$ cat src/rtl/core/pbe_pkg.sv
// Package: Piccolo constants, S-box, F function and round key selection.
package pbe_pkg;

    localparam int NumStages = 32;               // whitening stage plus up to 31 rounds
    localparam int Rounds80 = 25;
    localparam int Rounds128 = 31;
    localparam logic [31:0] Con80Base = 32'h0F1E2D3C;
    localparam logic [31:0] Con128Base = 32'h6547A98B;
    localparam logic [4:0] GfPoly = 5'h13;

    localparam logic [1:0] RegKeyUpper = 2'd0;
    localparam logic [1:0] RegKeyLower = 2'd1;
    localparam logic [1:0] RegKeyMode = 2'd2;

    typedef logic [15:0] t_word;

    typedef struct packed {
        t_word x0;
        t_word x1;
        t_word x2;
        t_word x3;
    } t_state;

    function automatic logic [3:0] sbox(input logic [3:0] a);
        logic [3:0] r;
        unique case (a)
            4'h0: r = 4'hE;  4'h1: r = 4'h4;  4'h2: r = 4'hB;  4'h3: r = 4'h2;
            4'h4: r = 4'h3;  4'h5: r = 4'h8;  4'h6: r = 4'h0;  4'h7: r = 4'h9;
            4'h8: r = 4'h1;  4'h9: r = 4'hA;  4'hA: r = 4'h7;  4'hB: r = 4'hF;
            4'hC: r = 4'h6;  4'hD: r = 4'hC;  4'hE: r = 4'h5;  default: r = 4'hD;
        endcase
        return r;
    endfunction

    // Multiply by x in GF(16) modulo x^4+x+1.
    function automatic logic [3:0] xtime(input logic [3:0] a);
        return a[3] ? ({a[2:0], 1'b0} ^ GfPoly[3:0]) : {a[2:0], 1'b0};
    endfunction

    function automatic t_word f_func(input t_word x);
        logic [3:0] n0, n1, n2, n3;
        logic [3:0] y0, y1, y2, y3;
        n0 = sbox(x[15:12]);
        n1 = sbox(x[11:8]);
        n2 = sbox(x[7:4]);
        n3 = sbox(x[3:0]);
        y0 = xtime(n0) ^ xtime(n1) ^ n1 ^ n2 ^ n3;
        y1 = n0 ^ xtime(n1) ^ xtime(n2) ^ n2 ^ n3;
        y2 = n0 ^ n1 ^ xtime(n2) ^ xtime(n3) ^ n3;
        y3 = xtime(n0) ^ n0 ^ n1 ^ n2 ^ xtime(n3);
        return {sbox(y0), sbox(y1), sbox(y2), sbox(y3)};
    endfunction

    function automatic logic [31:0] round_con(input logic [4:0] j, input logic [31:0] base);
        logic [31:0] c;
        c = {27'd0, j};
        return (c << 27) ^ (c << 17) ^ (c << 10) ^ c ^ base;
    endfunction

    // Key word index used by round-key word i of the 128-bit schedule.
    // The permutation applied every fourth round is folded in at elaboration.
    function automatic logic [2:0] k128_index(input int unsigned i);
        int unsigned perm [8];
        int unsigned t [8];
        int unsigned c;
        int unsigned m;
        int unsigned j;
        int unsigned res;
        for (m = 0; m < 8; m++) perm[m] = m;
        res = 0;
        for (j = 0; j <= i; j++) begin
            c = (j + 2) % 8;
            if (c == 0) begin
                t[0] = perm[2]; t[1] = perm[1]; t[2] = perm[6]; t[3] = perm[7];
                t[4] = perm[0]; t[5] = perm[3]; t[6] = perm[4]; t[7] = perm[5];
                for (m = 0; m < 8; m++) perm[m] = t[m];
            end
            res = perm[c];
        end
        return res[2:0];
    endfunction

    // Round keys for round r (0-based) in either mode.
    function automatic logic [31:0] round_key(input int unsigned r, input logic mode,
                                              input logic [127:0] key);
        t_word k [8];
        logic [31:0] con;
        t_word a;
        t_word b;
        int unsigned m;
        for (m = 0; m < 8; m++) k[m] = key[127 - 16*m -: 16];
        if (!mode) begin
            con = round_con(5'(r + 1), Con80Base);
            unique case (r % 5)
                0, 2: begin a = k[2]; b = k[3]; end
                1, 4: begin a = k[0]; b = k[1]; end
                default: begin a = k[4]; b = k[4]; end
            endcase
        end else begin
            con = round_con(5'(r + 1), Con128Base);
            a = k[k128_index(2*r)];
            b = k[k128_index(2*r + 1)];
        end
        return {con[31:16] ^ a, con[15:0] ^ b};
    endfunction

endpackage

$ cat src/rtl/core/pbe_round.sv
// One pipeline stage: Piccolo round with permutation or output whitening, or bypass.
module pbe_round (
    input  logic            i_clk,
    input  logic            i_rst_n,
    input  logic            i_en,
    input  logic            i_valid,
    input  logic            i_active,
    input  logic            i_last,
    input  logic [31:0]     i_rk,
    input  logic [31:0]     i_wk_out,
    input  pbe_pkg::t_state i_state,
    output logic            o_valid,
    output pbe_pkg::t_state o_state
);
    import pbe_pkg::*;

    logic   r_valid;
    t_state r_state;
    t_state n_state;
    t_word  y1;
    t_word  y3;

    always_comb begin
        y1 = i_state.x1 ^ f_func(i_state.x0) ^ i_rk[31:16];
        y3 = i_state.x3 ^ f_func(i_state.x2) ^ i_rk[15:0];
        if (!i_active) begin
            n_state = i_state;
        end else if (i_last) begin
            n_state = '{i_state.x0 ^ i_wk_out[31:16], y1,
                        i_state.x2 ^ i_wk_out[15:0], y3};
        end else begin
            n_state = '{{y1[15:8], y3[7:0]}, {i_state.x2[15:8], i_state.x0[7:0]},
                        {y3[15:8], y1[7:0]}, {i_state.x0[15:8], i_state.x2[7:0]}};
        end
    end

    always_ff @(posedge i_clk) begin
        if (!i_rst_n) begin
            r_valid <= 1'b0;
        end else if (i_en) begin
            r_valid <= i_valid;
        end
    end

    always_ff @(posedge i_clk) begin
        if (i_en) begin
            r_state <= n_state;
        end
    end

    assign o_valid = r_valid;
    assign o_state = r_state;

endmodule

$ cat config.mk
export PLATFORM = sky130hd
export DESIGN_NAME = pbe_round
export DESIGN_NICKNAME = d
export VERILOG_FILES = /design/src/rtl/core/pbe_pkg.sv /design/src/rtl/core/pbe_round.sv
export SDC_FILE = /design/constraint.sdc
export NUM_CORES = 1
export LEC_CHECK = 0
export ABC_AREA = 0
export BUFFER_PORTS_ARGS = -buffer_cell sky130_fd_sc_hd__buf_2
export CELL_PAD_IN_SITES_DETAIL_PLACEMENT = 1
export CELL_PAD_IN_SITES_GLOBAL_PLACEMENT = 2
export CORE_MARGIN = 2
export CORE_UTILIZATION = 25
export DETAILED_ROUTE_END_ITERATION = 7
export HOLD_SLACK_MARGIN = 0.03
export PLACE_DENSITY = 0.68
export SYNTH_ARGS = -nofsm -noshare
export SYNTH_HDL_FRONTEND = slang
export SYNTH_SLANG_ARGS = --single-unit
$ cat constraint.sdc
create_clock -name i_clk -period 5 [get_ports i_clk]
set_input_delay 1 -clock i_clk [delete_from_list [all_inputs] [get_ports i_clk]]
set_output_delay 1 -clock i_clk [all_outputs]
set_load 0.005 [all_outputs]
; After elaboration in Yosys (flattened, before gate mapping)
; Memory sizes are Yosys's and may differ from the RTL's.
; Cells that the tools add are included.
; W data, S select, Z words.
[totals]
inputBits = 134
out_inout_bits = 65
word_cells = 77
romBits = 1024
n_memories = 16
regBits = 65
[classes]
n_bitwise = 46
muxes = 10
[mem_list]
columns = memory, words, word_bits, read_ports, rd_ports_with_merged_regs, write_ports, line
row1 = (name not given), 16, 4, 1, 0, 0, pbe_pkg.sv:26  ; unique case (a)
row2 = (name not given), 16, 4, 1, 0, 0, pbe_pkg.sv:26
row3 = (name not given), 16, 4, 1, 0, 0, pbe_pkg.sv:26
row4 = (name not given), 16, 4, 1, 0, 0, pbe_pkg.sv:26
row5 = (name not given), 16, 4, 1, 0, 0, pbe_pkg.sv:26
row6 = (name not given), 16, 4, 1, 0, 0, pbe_pkg.sv:26
row7 = +10 memories, --, --, --, --, --, --
[ops]
columns = cell, count
row1 = $mux W64, 2
row2 = $xor A4 B4 Y4, 32
row3 = $xor A16 B16 Y16, 6
row4 = $mux W2, 8
row5 = $not A2 Y2, 8

; Logic depth before layout (Yosys ltp)
; Gate-level depths: netlist of run 1.
; An unclocked memory read counts as a cell.
[logic_depth]
word_depth = 12
ltp_mapped = 14
depth_no_buf = 14

; Worst setup path after synthesis of run 1
; Ideal clock, no wire load.
[synth_timing]
path_kind = input-to-reg
start = input port i_state[28] (netlist name)
end = register r_state (netlist bit o_state[48]), data pin
required_time_ns = 4.739
setup_ns = 0.261
path_buffers = 1
path_stages = 12
slack_ns = 0.931
arrival_ns = 3.808
cell_sequence = clkbuf_1 > inv_1 > ha_1 > mux4_2 > xnor2_1 > xnor3_1 > nand2_1 > mux2i_1 > a211oi_2 > xnor2_2 > xnor2_1 > a221o_1
[synth_lines]
columns = element, line
row1 = from (decl), pbe_round.sv:11  ; input pbe_pkg::t_state i_state,
row2 = to (signal assigned), pbe_round.sv:47  ; r_state <= n_state;
row3 = to (decl), pbe_round.sv:18  ; t_state r_state;

==> summary.md, run 1 <==
| Metric | Value |
|---|---|
| Outcome | `finished clean` |
| Die area | `0.0303 sq mm` |
| Clock Power Share | `17.3%` |
| PwrDens | `427 mW/mm^2` |
| Core Area | `0.0286 sq mm` |
| Post-DP HPWL | `20,600 um` |
| Yosys reg bits | `65` |
| Chip height | `174 um` |
| First-pass GRT wire length | `39,500 um` |
| Maximum vdd drop | `0.149 mV` |
| Proportion of layout cells with a drive suffix above 1 | `28.5%` |
| Internal power | `2.17 mW` |
| Netlist cell types | `62` |
| Wire per inst | `19.8 um` |
| Clk sink count | `65` |
| Drt drc | `0` |
| Nets | `1,110` |
| Reg clk slew, reported paths | `0.06 ns` |
| Clock root buffer | `clkbuf_16` |
| Share of the yosys chip area belonging to registers | `26.8%` |
| Leading area contributor after synthesis | `edfxtp_1` |
| RR Endpoint | `o_valid$_SDFFE_PN0P_` |
| Place WS | `0.480 ns` |
| Tot Pwr | `3.81 mW` |
| Worst Setup Slack, final | `0.834 ns` |
| Initial antenna violation count | `2` |
| Gp weighted congestion | `0.802` |
| Part of the cycle the worst path needs | `83.3%` |
| Synthesis warning total | `0` |
| Switching power | `1.64 mW` |
| Hold wc startpoint | `o_valid$_SDFFE_PN0P_` |
| Setup_tns | `0 ns` |
| Tot GR Track Use | `17.2%` |
| Chip width | `174 um` |
| Hold Violations, Final | `0` |
| H-tree depth | `3` |
| CTS tree | `yes` |
| Top-Level Pins | `199` |
| Worst-Skew Late Latency | `0.34 ns` |
| Sw Ratio | `43.0%` |
| Share of total power in sequential cells | `20.5%` |
| Standard-cell rows | `62` |
| Gate power share | `62.2%` |
| Mean Syn Cell Area | `9.50 sq um` |
| Post-synth EDFFs | `64` |
| Leakage Power | `3.79 nW` |
| Initial Utilization | `25.3%` |
| HP Class | `flip-flop to flip-flop` |
| Min-Delay Path Depth | `2` |
| Worst-path fanout max | `6` |
| Syn nets | `932` |
| Least-Margin Pin Slew | `0.988 ns` |
| Vias per Instance | `4.68` |
| Drt total wl | `26,300 um` |
| Layout Skew | `0 ns` |
| Post-Syn Area | `0.00724 sq mm` |
| Max Cap Violations | `0` |
| Remaining Overflow, GRT | `0` |
| P&R area growth vs syn | `23.2%` |
| Crit. End Element | `flip-flop` |
| Synth Flop Type | `edfxtp_1` |
| PortBufs | `198` |
| 1st-pass router iterations | `4` |
| Drt first-iter violations | `302` |
| Async SR Flop Fraction | `0%` |
| RSZ-0062 raised after global routing | `false` |
| Achievable Freq | `240 MHz` |
| Synth top area share | `26.5%` |
| Final setup viols | `0` |
| Final ANT Viol Nets | `0` |
| CP startpoint kind | `input port` |
| Worst r2r path cells | `2` |
| Number of global-route vias before repair | `6,457` |
| Vias | `6,233` |
| R2R Path Start | `o_valid$_SDFFE_PN0P_` |
| Largest cells by area after synthesis | `edfxtp_1 (27%), xnor2_1 (15%), xnor3_1 (7.2%)` |
| Pins over their slew limit | `0` |
| Period minus WS final | `4.17 ns` |
| Mapped Cells | `762` |
| Post-CTS Setup Inserts | `0` |
| Post-cts resize count | `0` |
| Crit path kind | `input port to flip-flop` |
| Worst EP required | `5.06 ns` |
| TritonCTS buffer count | `9` |
| Reg2reg setup slack | `4.41 ns` |
| Relative slew slack | `34.2%` |
| Largest net degree at the start of global routing | `66` |
| Min-Delay Endpoint | `o_valid$_SDFFE_PN0P_` |
| Hold_buf cts | `0` |
| Critical Path AT | `4.22 ns` |
| Longest Clk Path Bufs | `2` |
==> worst max path at each step <==
stage / startpoint / end / slack (ns) / cells after the start
floorplan: i_state[28] / o_state[48]$_DFFE_PP_ / 0.93 / 12
global placement: i_state[53] / o_state[40]$_DFFE_PP_ / 0.51 / 12
detailed placement: i_state[48] / o_state[44]$_DFFE_PP_ / 0.48 / 14
CTS: i_state[48] / o_state[45]$_DFFE_PP_ / 0.83 / 14
global route: i_state[61] / o_state[45]$_DFFE_PP_ / 0.62 / 15
finish: i_state[48] / o_state[45]$_DFFE_PP_ / 0.83 / 14
==> metrics by stage <==
step	cell area, sq um	hold slack [ns]	utilization [%]	std cells
2_1_floorplan	7240	0.507	-	762
3_5_place_dp	8620	0.510	30.1	1313
3_3_place_gp	8620	0.494	30.1	1313
6_report	8920	0.528	31.2	1331
4_1_cts	8920	0.532	31.2	1329
5_1_grt	8920	0.570	31.2	1329
==> worst max-delay path: stages <==
cell	delay [ns]
buf_2	0.17
inv_1	0.16
ha_1	0.23
and3_1	0.19
a211oi_4	0.45
xnor3_1	0.48
xnor2_2	0.22
inv_1	0.13
ha_1	0.19
and3_1	0.14
a211oi_2	0.21
xor2_1	0.31
mux2i_1	0.23
a21oi_1	0.09
==> cell type report <==
cell class	instances	area, sq um
Antenna cell	2	5.00
Clock buffer	14	284
Multi-Input combinational cell	616	4970
Timing Repair Buffer	210	1090
Tap cell	384	480
Clock inverter	2	10.0
Fill cell	3375	19700
Inverter	38	143
Sequential cell	65	1940
==> cells in the mapped netlist (all sizes together), types with 2 or more instances <==
library cell  count
xnor2           135
o21ai            71
edfxtp           64
nor2             60
a21oi            57
nand2            45
ha               36
inv              36
xor2             30
mux2i            27
nand3            25
clkbuf           24
xnor3            23
buf              19
nor3             11
a211oi           10
nand2b           10
mux4              8
o22ai             7
o221a             6
a31oi             5
nor2b             5
a311oi            4
mux2              4
o221ai            4
a21o              3
nand4             3
o2bb2ai           3
a21boi            2
a221oi            2
a22oi             2
a32oi             2
and3              2
clkinv            2
xor3              2
==> power by group through the flow <==
stage                     Combinational (mW)  Clock [mW]  Sequential (mW)
after floorplan                         1.67           0            0.798
after global placement                  2.37           0            0.792
after detailed placement                2.39           0            0.789
after CTS                               2.41       0.681            0.781
after global routing                    2.62       0.697            0.789
final                                   2.37       0.660            0.779
==> routing by layer <==
| metal | wire (um) | vias up | GRT usage [%] |
|---|---|---|---|
| met3 | 1370 | 17 | 3.43 |
| met4 | 213 | 2 | 3.05 |
| met5 | 13 | - | 0 |
| li1 | - | 3041 | - |
| met2 | 12200 | 167 | 28.4 |
| met1 | 12500 | 3006 | 23.5 |
==> flip-flops by register name, summed over array words and instances (netlist names) <==
name,flops
o_valid,1
o_state,64
==> cell usage in the layout, fill, tap and decap left out, types with 3 or more instances in the layout <==
cell	instances
edfxtp_1	64
o21ai_1	4
buf_4	14
xnor3_1	23
clkbuf_8	4
inv_1	34
xor2_1	29
nand3_1	25
nand4_1	3
a311oi_2	3
o22ai_1	7
xnor2_1	123
nor3_1	10
a31oi_1	5
ha_1	36
mux2_2	4
a21oi_1	56
mux2i_1	27
a211oi_1	7
nor2b_1	5
o21ai_0	67
nor2_1	59
o221a_2	6
o221ai_1	4
mux4_2	8
nand2b_1	10
o2bb2ai_1	3
buf_2	196
a21o_1	3
xnor2_2	11
clkbuf_16	9
nand2_1	45
==> kinds of logic (layout without fill, tap and decap cells) <==
| logic type | after synthesis | after routing | synth area share [%] |
|---|---|---|---|
| AND/OR/NAND/NOR | 167 | 167 | 10.3 |
| adder cells (fa/ha/maj) | 37 | 37 | 6.36 |
| buffers and inverters | 81 | 264 | 4.51 |
| AO/OA/AOI/OAI | 183 | 183 | 15.9 |
| multiplexers | 39 | 39 | 6.84 |
| flip-flops | 65 | 65 | 26.8 |
| XOR/XNOR | 190 | 190 | 29.3 |
| other | 0 | 2 | 0 |
No activity file was read; power rests on OpenSTA's default activity.
==> inputs of run 2 (changes only) <==
--- a/config.mk
+++ b/config.mk
@@ -13,7 +13,7 @@
 export CORE_UTILIZATION = 25
 export DETAILED_ROUTE_END_ITERATION = 7
 export HOLD_SLACK_MARGIN = 0.03
-export PLACE_DENSITY = 0.68
+export PLACE_DENSITY = 0.7
 export SYNTH_ARGS = -nofsm -noshare
 export SYNTH_HDL_FRONTEND = slang
 export SYNTH_SLANG_ARGS = --single-unit
==> constraint.sdc (replaced) <==
create_clock -name i_clk -period 3.7 [get_ports i_clk]
set_input_delay 0.74 -clock i_clk [delete_from_list [all_inputs] [get_ports i_clk]]
set_output_delay 0.74 -clock i_clk [all_outputs]
set_load 0.005 [all_outputs]
==> summary.md, run 2 (synthesis results as in run 1) <==
| Metric | Value |
|---|---|
| Number of global-route vias before repair | `7,259 (+12%)` |
| Clock root buffer | `clkbuf_16` |
| Outcome | `finished clean` |
| PortBufs | `198 (unchanged)` |
| Hold wc startpoint | `o_valid$_SDFFE_PN0P_` |
| CTS tree | `yes` |
| Remaining Overflow, GRT | `0 (unchanged)` |
| Worst EP required | `3.79 ns (-1.27 ns)` |
| Period minus WS final | `3.56 ns` |
| Relative slew slack | `40.3% (+6.1 points)` |
| Top-Level Pins | `199 (unchanged)` |
| Placed Cells | `1,462 (+11%)` |
| Pins over their slew limit | `0 (unchanged)` |
| PwrDens | `600 mW/mm^2 (+41%)` |
| Final ANT Viol Nets | `0 (unchanged)` |
| Longest Clk Path Bufs | `2 (unchanged)` |
| Max Cap Violations | `0 (unchanged)` |
| Maximum vdd drop | `0.233 mV (+57%)` |
| WHS | `0.538 ns (+0.0101 ns)` |
| Achievable Freq | `281 MHz` |
| Crit path kind | `input port to flip-flop` |
| Clk sink count | `65 (unchanged)` |
| Standard-cell rows | `62 (unchanged)` |
| Post-DP HPWL | `22,500 um (+9.2%)` |
| Gp weighted congestion | `0.789 (-1.7%)` |
| Layout Skew | `0 ns (unchanged)` |
| Drt total wl | `27,600 um (+5.0%)` |
| CP startpoint kind | `input port` |
| Chip height | `174 um (unchanged)` |
| Worst path slowest cell | `mux4_2` |
| Tot GR Track Use | `18.2% (+0.95 points)` |
| Worst-Skew Late Latency | `0.35 ns (about the same)` |
| Wire per inst | `18.6 um (-5.7%)` |
| Vias per Instance | `4.59 (-2.0%)` |
| Least-Margin Pin Slew | `0.893 ns (-0.0947 ns)` |
| Die area | `0.0303 sq mm (unchanged)` |
| Critical Path AT | `3.65 ns (-0.57 ns)` |
| HP Class | `flip-flop to flip-flop` |
| H-tree depth | `3 (unchanged)` |
| RR Endpoint | `o_valid$_SDFFE_PN0P_` |
| Drt drc | `0 (unchanged)` |
| Initial Utilization | `25.3% (unchanged)` |
| Reg clk slew, reported paths | `0.07 ns (about the same)` |
| Worst-path fanout max | `3 (-3)` |
| Initial antenna violation count | `4 (+2)` |
| Core Area | `0.0286 sq mm (unchanged)` |
| Hold Violations, Final | `0 (unchanged)` |
| Chip width | `174 um (unchanged)` |
| Commonest non-fill, non-tap cell in the layout | `buf_2` |
| Max FFs per register | `64 (unchanged)` |
| Most frequent cells in the layout | `buf_2 (195), buf_4 (164), xnor2_1 (116)` |
| Crit. End Element | `flip-flop` |
| Fin cells | `1,482 (+11%)` |
| Top delay family on crit path | `multiplexers` |
| R2R Path Start | `o_valid$_SDFFE_PN0P_` |
| First-pass GRT wire length | `41,900 um (+5.9%)` |
| Part of the cycle the worst path needs | `96.3%` |
| Vias | `6,799 (+9.1%)` |
| 1st-pass router iterations | `5 (+1)` |
| Min-Delay Path Depth | `2 (unchanged)` |
| Critical path buffer and inverter count | `3 (unchanged)` |
| Proportion of layout cells with a drive suffix above 1 | `39.5% (+11 points)` |
| TritonCTS buffer count | `9 (unchanged)` |
| Leakage Power | `4.56 nW (+20%)` |
| P&R area growth vs syn | `40.5%` |
| Final setup viols | `0 (unchanged)` |
| Largest net degree at the start of global routing | `52 (-21%)` |
| Slowest stage delay, CP | `0.51 ns (+0.03 ns)` |
| Crit-path cells | `buf_4, buf_4, ha_1, mux4_2, xnor2_2, xnor3_2, xnor2_2, inv_2, ha_1, mux2_2, mux2i_1, xnor2_1, mux2i_1, a21oi_1` |
| Reg2reg setup slack | `3.10 ns (-1.31 ns)` |
| Worst r2r path cells | `2 (unchanged)` |
| Min-Delay Endpoint | `o_valid$_SDFFE_PN0P_` |
| Drt first-iter violations | `313 (+3.6%)` |
| Nets | `1,260 (+14%)` |
## run 2: cell types whose count changed in the layout (fill, tap and decap cells not counted), moves of 4 or more
| cell | previous run | this run |
|---|---|---|
| clkbuf_8 | 4 | 0 |
| xnor2_2 | 11 | 18 |
| buf_4 | 14 | 164 |
| xnor2_1 | 123 | 116 |
## run 2: what timing repair did
action	in CTS	in global routing
buffers inserted	0	1
resized for setup	0	11
hold endpoints to repair	0	0
hold buffers	0	0
endpoints found under the setup margin	0	7
## run 2: power by group
group	total [mW]	switching (mW)	internal (mW)
registers	1.06	0.0510	1.01
logic	4.00	1.96	2.04
clock network	1.04	0.378	0.663
total	6.10	2.39	3.71
## run 2: cell type report
type | instances | area (sq um)
Clock inverter | 6 | 115
Multi-Input combinational cell | 616 | 5030
Sequential cell | 65 | 1940
Clock buffer | 10 | 229
Fill cell | 3383 | 18400
Timing Repair Buffer | 360 | 2230
Antenna cell | 3 | 7.51
Tap cell | 384 | 480
Inverter | 38 | 143
## run 2: through the flow
stage	area [sq um]	TNS, ns	utilization [%]	power, mW	setup slack (ns)
after detailed placement	9780	-2.25	34.2	5.05	-0.231
after global placement	9780	-1.01	34.2	4.99	-0.161
after global routing	10200	-0.00284	35.5	6.53	-0.00284
after CTS	10100	0	35.4	6.13	0.140
after floorplan	7270	0	-	3.35	0.00820
final	10200	0	35.5	6.10	0.139
## run 2: worst max-delay path by stage
stage,startpoint,endpoint,depth (start not counted)
2_1_floorplan,i_state[56],o_state[44]$_DFFE_PP_,13
3_3_place_gp,i_state[52],o_state[56]$_DFFE_PP_,14
6_report,i_state[56],o_state[44]$_DFFE_PP_,14
5_1_grt,i_state[56],o_state[44]$_DFFE_PP_,14
3_5_place_dp,i_state[56],o_state[45]$_DFFE_PP_,15
4_1_cts,i_state[56],o_state[45]$_DFFE_PP_,15
## run 2: worst min-delay path: cells and delay by family (launching register included)
family	cells	cell delay, ns
flops	1	0.31
simple gates	1	0.06
mux	1	0.12
## run 2: per-layer routing
metal	GRT usage (%)	routed length (um)
met4	5.60	482
met5	0	0
met3	1.55	883
met1	23.7	12500
met2	31.8	13700
==> inputs of run 3 (changes only) <==
--- a/config.mk
+++ b/config.mk
@@ -13,7 +13,8 @@
 export CORE_UTILIZATION = 25
 export DETAILED_ROUTE_END_ITERATION = 7
 export HOLD_SLACK_MARGIN = 0.03
-export PLACE_DENSITY = 0.7
+export PLACE_DENSITY = 0.76
+export SETUP_SLACK_MARGIN = 0.5
 export SYNTH_ARGS = -nofsm -noshare
 export SYNTH_HDL_FRONTEND = slang
 export SYNTH_SLANG_ARGS = --single-unit
==> summary.md, run 3 (synthesis results as in run 1) <==
| Metric | Value |
|---|---|
| Achievable Freq | `294 MHz (+4.8%)` |
| CP startpoint kind | `input port` |
| Clk sink count | `65 (unchanged)` |
| Drt first-iter violations | `311 (-0.64%)` |
| Worst r2r path cells | `2 (unchanged)` |
| Clock root buffer | `clkbuf_16` |
| Period minus WS final | `3.40 ns (-0.162 ns)` |
| Worst EP required | `3.77 ns (-0.02 ns)` |
| Fin cells | `1,505 (+1.6%)` |
| Final setup viols | `0 (unchanged)` |
| Critical Path AT | `3.47 ns (-0.18 ns)` |
| Hold Violations, Final | `0 (unchanged)` |
| Pins over their slew limit | `0 (unchanged)` |
| Leakage Power | `5.06 nW (+11%)` |
| Reg clk slew, reported paths | `0.06 ns (about the same)` |
| Worst path slowest cell | `mux4_2` |
| TritonCTS buffer count | `9 (unchanged)` |
| P&R area growth vs syn | `60.7%` |
| HP Class | `flip-flop to flip-flop` |
| Worst-Skew Late Latency | `0.34 ns (about the same)` |
| FILL cells | `3,218 (-4.9%)` |
| Number of global-route vias before repair | `7,230 (-0.40%)` |
| Outcome | `finished clean` |
| Part of the cycle the worst path needs | `91.9% (-4.4 points)` |
| PwrDens | `602 mW/mm^2 (+0.37%)` |
| Final Core Density | `40.7% (+5.1 points)` |
| Core Area | `0.0286 sq mm (unchanged)` |
| Layout Skew | `0 ns (unchanged)` |
| Multi-input gate area | `0.00601 sq mm (+19%)` |
| Largest net degree at the start of global routing | `61 (+17%)` |
| Vias per Instance | `4.68 (+2.0%)` |
| Commonest non-fill, non-tap cell in the layout | `buf_2` |
| Tot GR Track Use | `18.3% (+0.17 points)` |
| Relative slew slack | `48.8% (+8.5 points)` |
| RSZ-0062 raised after global routing | `true` |
| Die area | `0.0303 sq mm (unchanged)` |
| Max FFs per register | `64 (unchanged)` |
| Wire per inst | `19.5 um (+4.8%)` |
| Max Cap Violations | `0 (unchanged)` |
| Crit path kind | `input port to flip-flop` |
| First-pass GRT wire length | `42,600 um (+1.7%)` |
| CTS tree | `yes` |
| Setup_tns | `0 ns (unchanged)` |
| Slowest stage delay, CP | `0.52 ns (about the same)` |
| Most frequent cells in the layout | `buf_2 (179), buf_4 (159), xnor2_1 (74)` |
| Remaining Overflow, GRT | `0 (unchanged)` |
| Worst-path fanout max | `5 (+2)` |
| Place WS | `-0.251 ns (-0.0194 ns)` |
| Crit-path cells | `buf_8, clkinvlp_4, ha_4, mux4_2, xor2_2, xnor2_2, buf_4, ha_4, mux2_4, mux2i_4, xnor2_2, mux2i_1, a21oi_1` |
| Reg area | `0.00194 sq mm (unchanged)` |
| Worst Setup Slack, final | `0.301 ns (+0.162 ns)` |
| Post-DP HPWL | `22,200 um (-1.4%)` |
| Gp weighted congestion | `0.835 (+5.9%)` |
| Vias | `7,044 (+3.6%)` |
| Drt total wl | `29,400 um (+6.4%)` |
| Initial antenna violation count | `3 (-1)` |
| Final ANT Viol Nets | `0 (unchanged)` |
| Proportion of layout cells with a drive suffix above 1 | `52.1% (+13 points)` |
| Chip height | `174 um (unchanged)` |
| Standard-cell rows | `62 (unchanged)` |
| Initial Utilization | `25.3% (unchanged)` |
| Top-Level Pins | `199 (unchanged)` |
| Placed Cells | `1,434 (-1.9%)` |
| Chip width | `174 um (unchanged)` |
| Min-Delay Path Depth | `2 (unchanged)` |
| Nets | `1,283 (+1.8%)` |
| 1st-pass router iterations | `4 (-1)` |
| PortBufs | `198 (unchanged)` |
| Least-Margin Pin Slew | `0.769 ns (-0.124 ns)` |
| Crit. End Element | `flip-flop` |
| Maximum vdd drop | `0.205 mV (-12%)` |
| Longest Clk Path Bufs | `2 (unchanged)` |
| H-tree depth | `3 (unchanged)` |
| Drt drc | `0 (unchanged)` |
## run 3: cell count changes in the layout (fill, tap and decap cells not counted), moves of 9 or more
cell and change:
a21oi_1 -9, xnor2_4 +15, o21ai_0 -10, buf_6 +29, xnor2_2 +27, nor2_1 -9
xnor2_1 -42, ha_4 +13, inv_1 -14, ha_1 -18, buf_2 -16
## run 3: worst paths after layout
kind,startpoint,end,slack (ns)
worst max register to register,o_valid$_SDFFE_PN0P_,o_valid$_SDFFE_PN0P_,3.09
worst max-delay path,i_state[52],o_state[44]$_DFFE_PP_,0.30
worst min register to register,o_valid$_SDFFE_PN0P_,o_valid$_SDFFE_PN0P_,0.54
worst min-delay path,o_valid$_SDFFE_PN0P_,o_valid$_SDFFE_PN0P_,0.54
## run 3: worst max-delay path: cells and delay by family
family	cells	cell delay, ns
XOR/XNOR	3	0.64
AO/OA/AOI/OAI	1	0.08
adder cells (fa/ha/maj)	2	0.44
multiplexers	4	1.19
buffers and inverters	3	0.38
## run 3: what timing repair did
item                       CTS  global route
buffers inserted            20            32
pin swaps                   49            86
gates cloned                 0             0
hold buffers                 0             0
setup endpoints to repair   42            48
resized for setup           91           143
## run 3: area by class of cell
type	instances	area share [%]
multi-input cells	616	51.6
inverters	38	2.01
well taps	384	4.13
clock buffers	9	1.94
clock inverters	7	0.602
repair buffers	383	23.0
diodes	3	0.0645
flip-flops and latches	65	16.7
## run 3: power breakdown
group | switching (mW) | leakage [nW] | internal [mW] | total (mW)
combinational | 2.37 | 4.28 | 2.66 | 5.03
clock | 0.390 | 0.147 | 0.523 | 0.913
sequential | 0.0497 | 0.635 | 1.01 | 1.06
## run 3: through the flow
stage	power [mW]	hold slack [ns]	area, sq um
floorplan	3.45	0.507	7520
global placement	4.94	0.496	9800
detailed placement	5.04	0.524	9800
CTS	6.34	0.538	10700
global route	7.46	0.593	11600
finish	7.01	0.545	11600
## run 3: routing by layer
metal / track usage [%] / vias to the layer above / share of wire (%)
met5: 0 / - / 0.037
met4: 3.99 / 2 / 1.4
met3: 3.96 / 26 / 5.3
met2: 31.3 / 187 / 50
met1: 23.7 / 3434 / 44
li1: - / 3395 / -
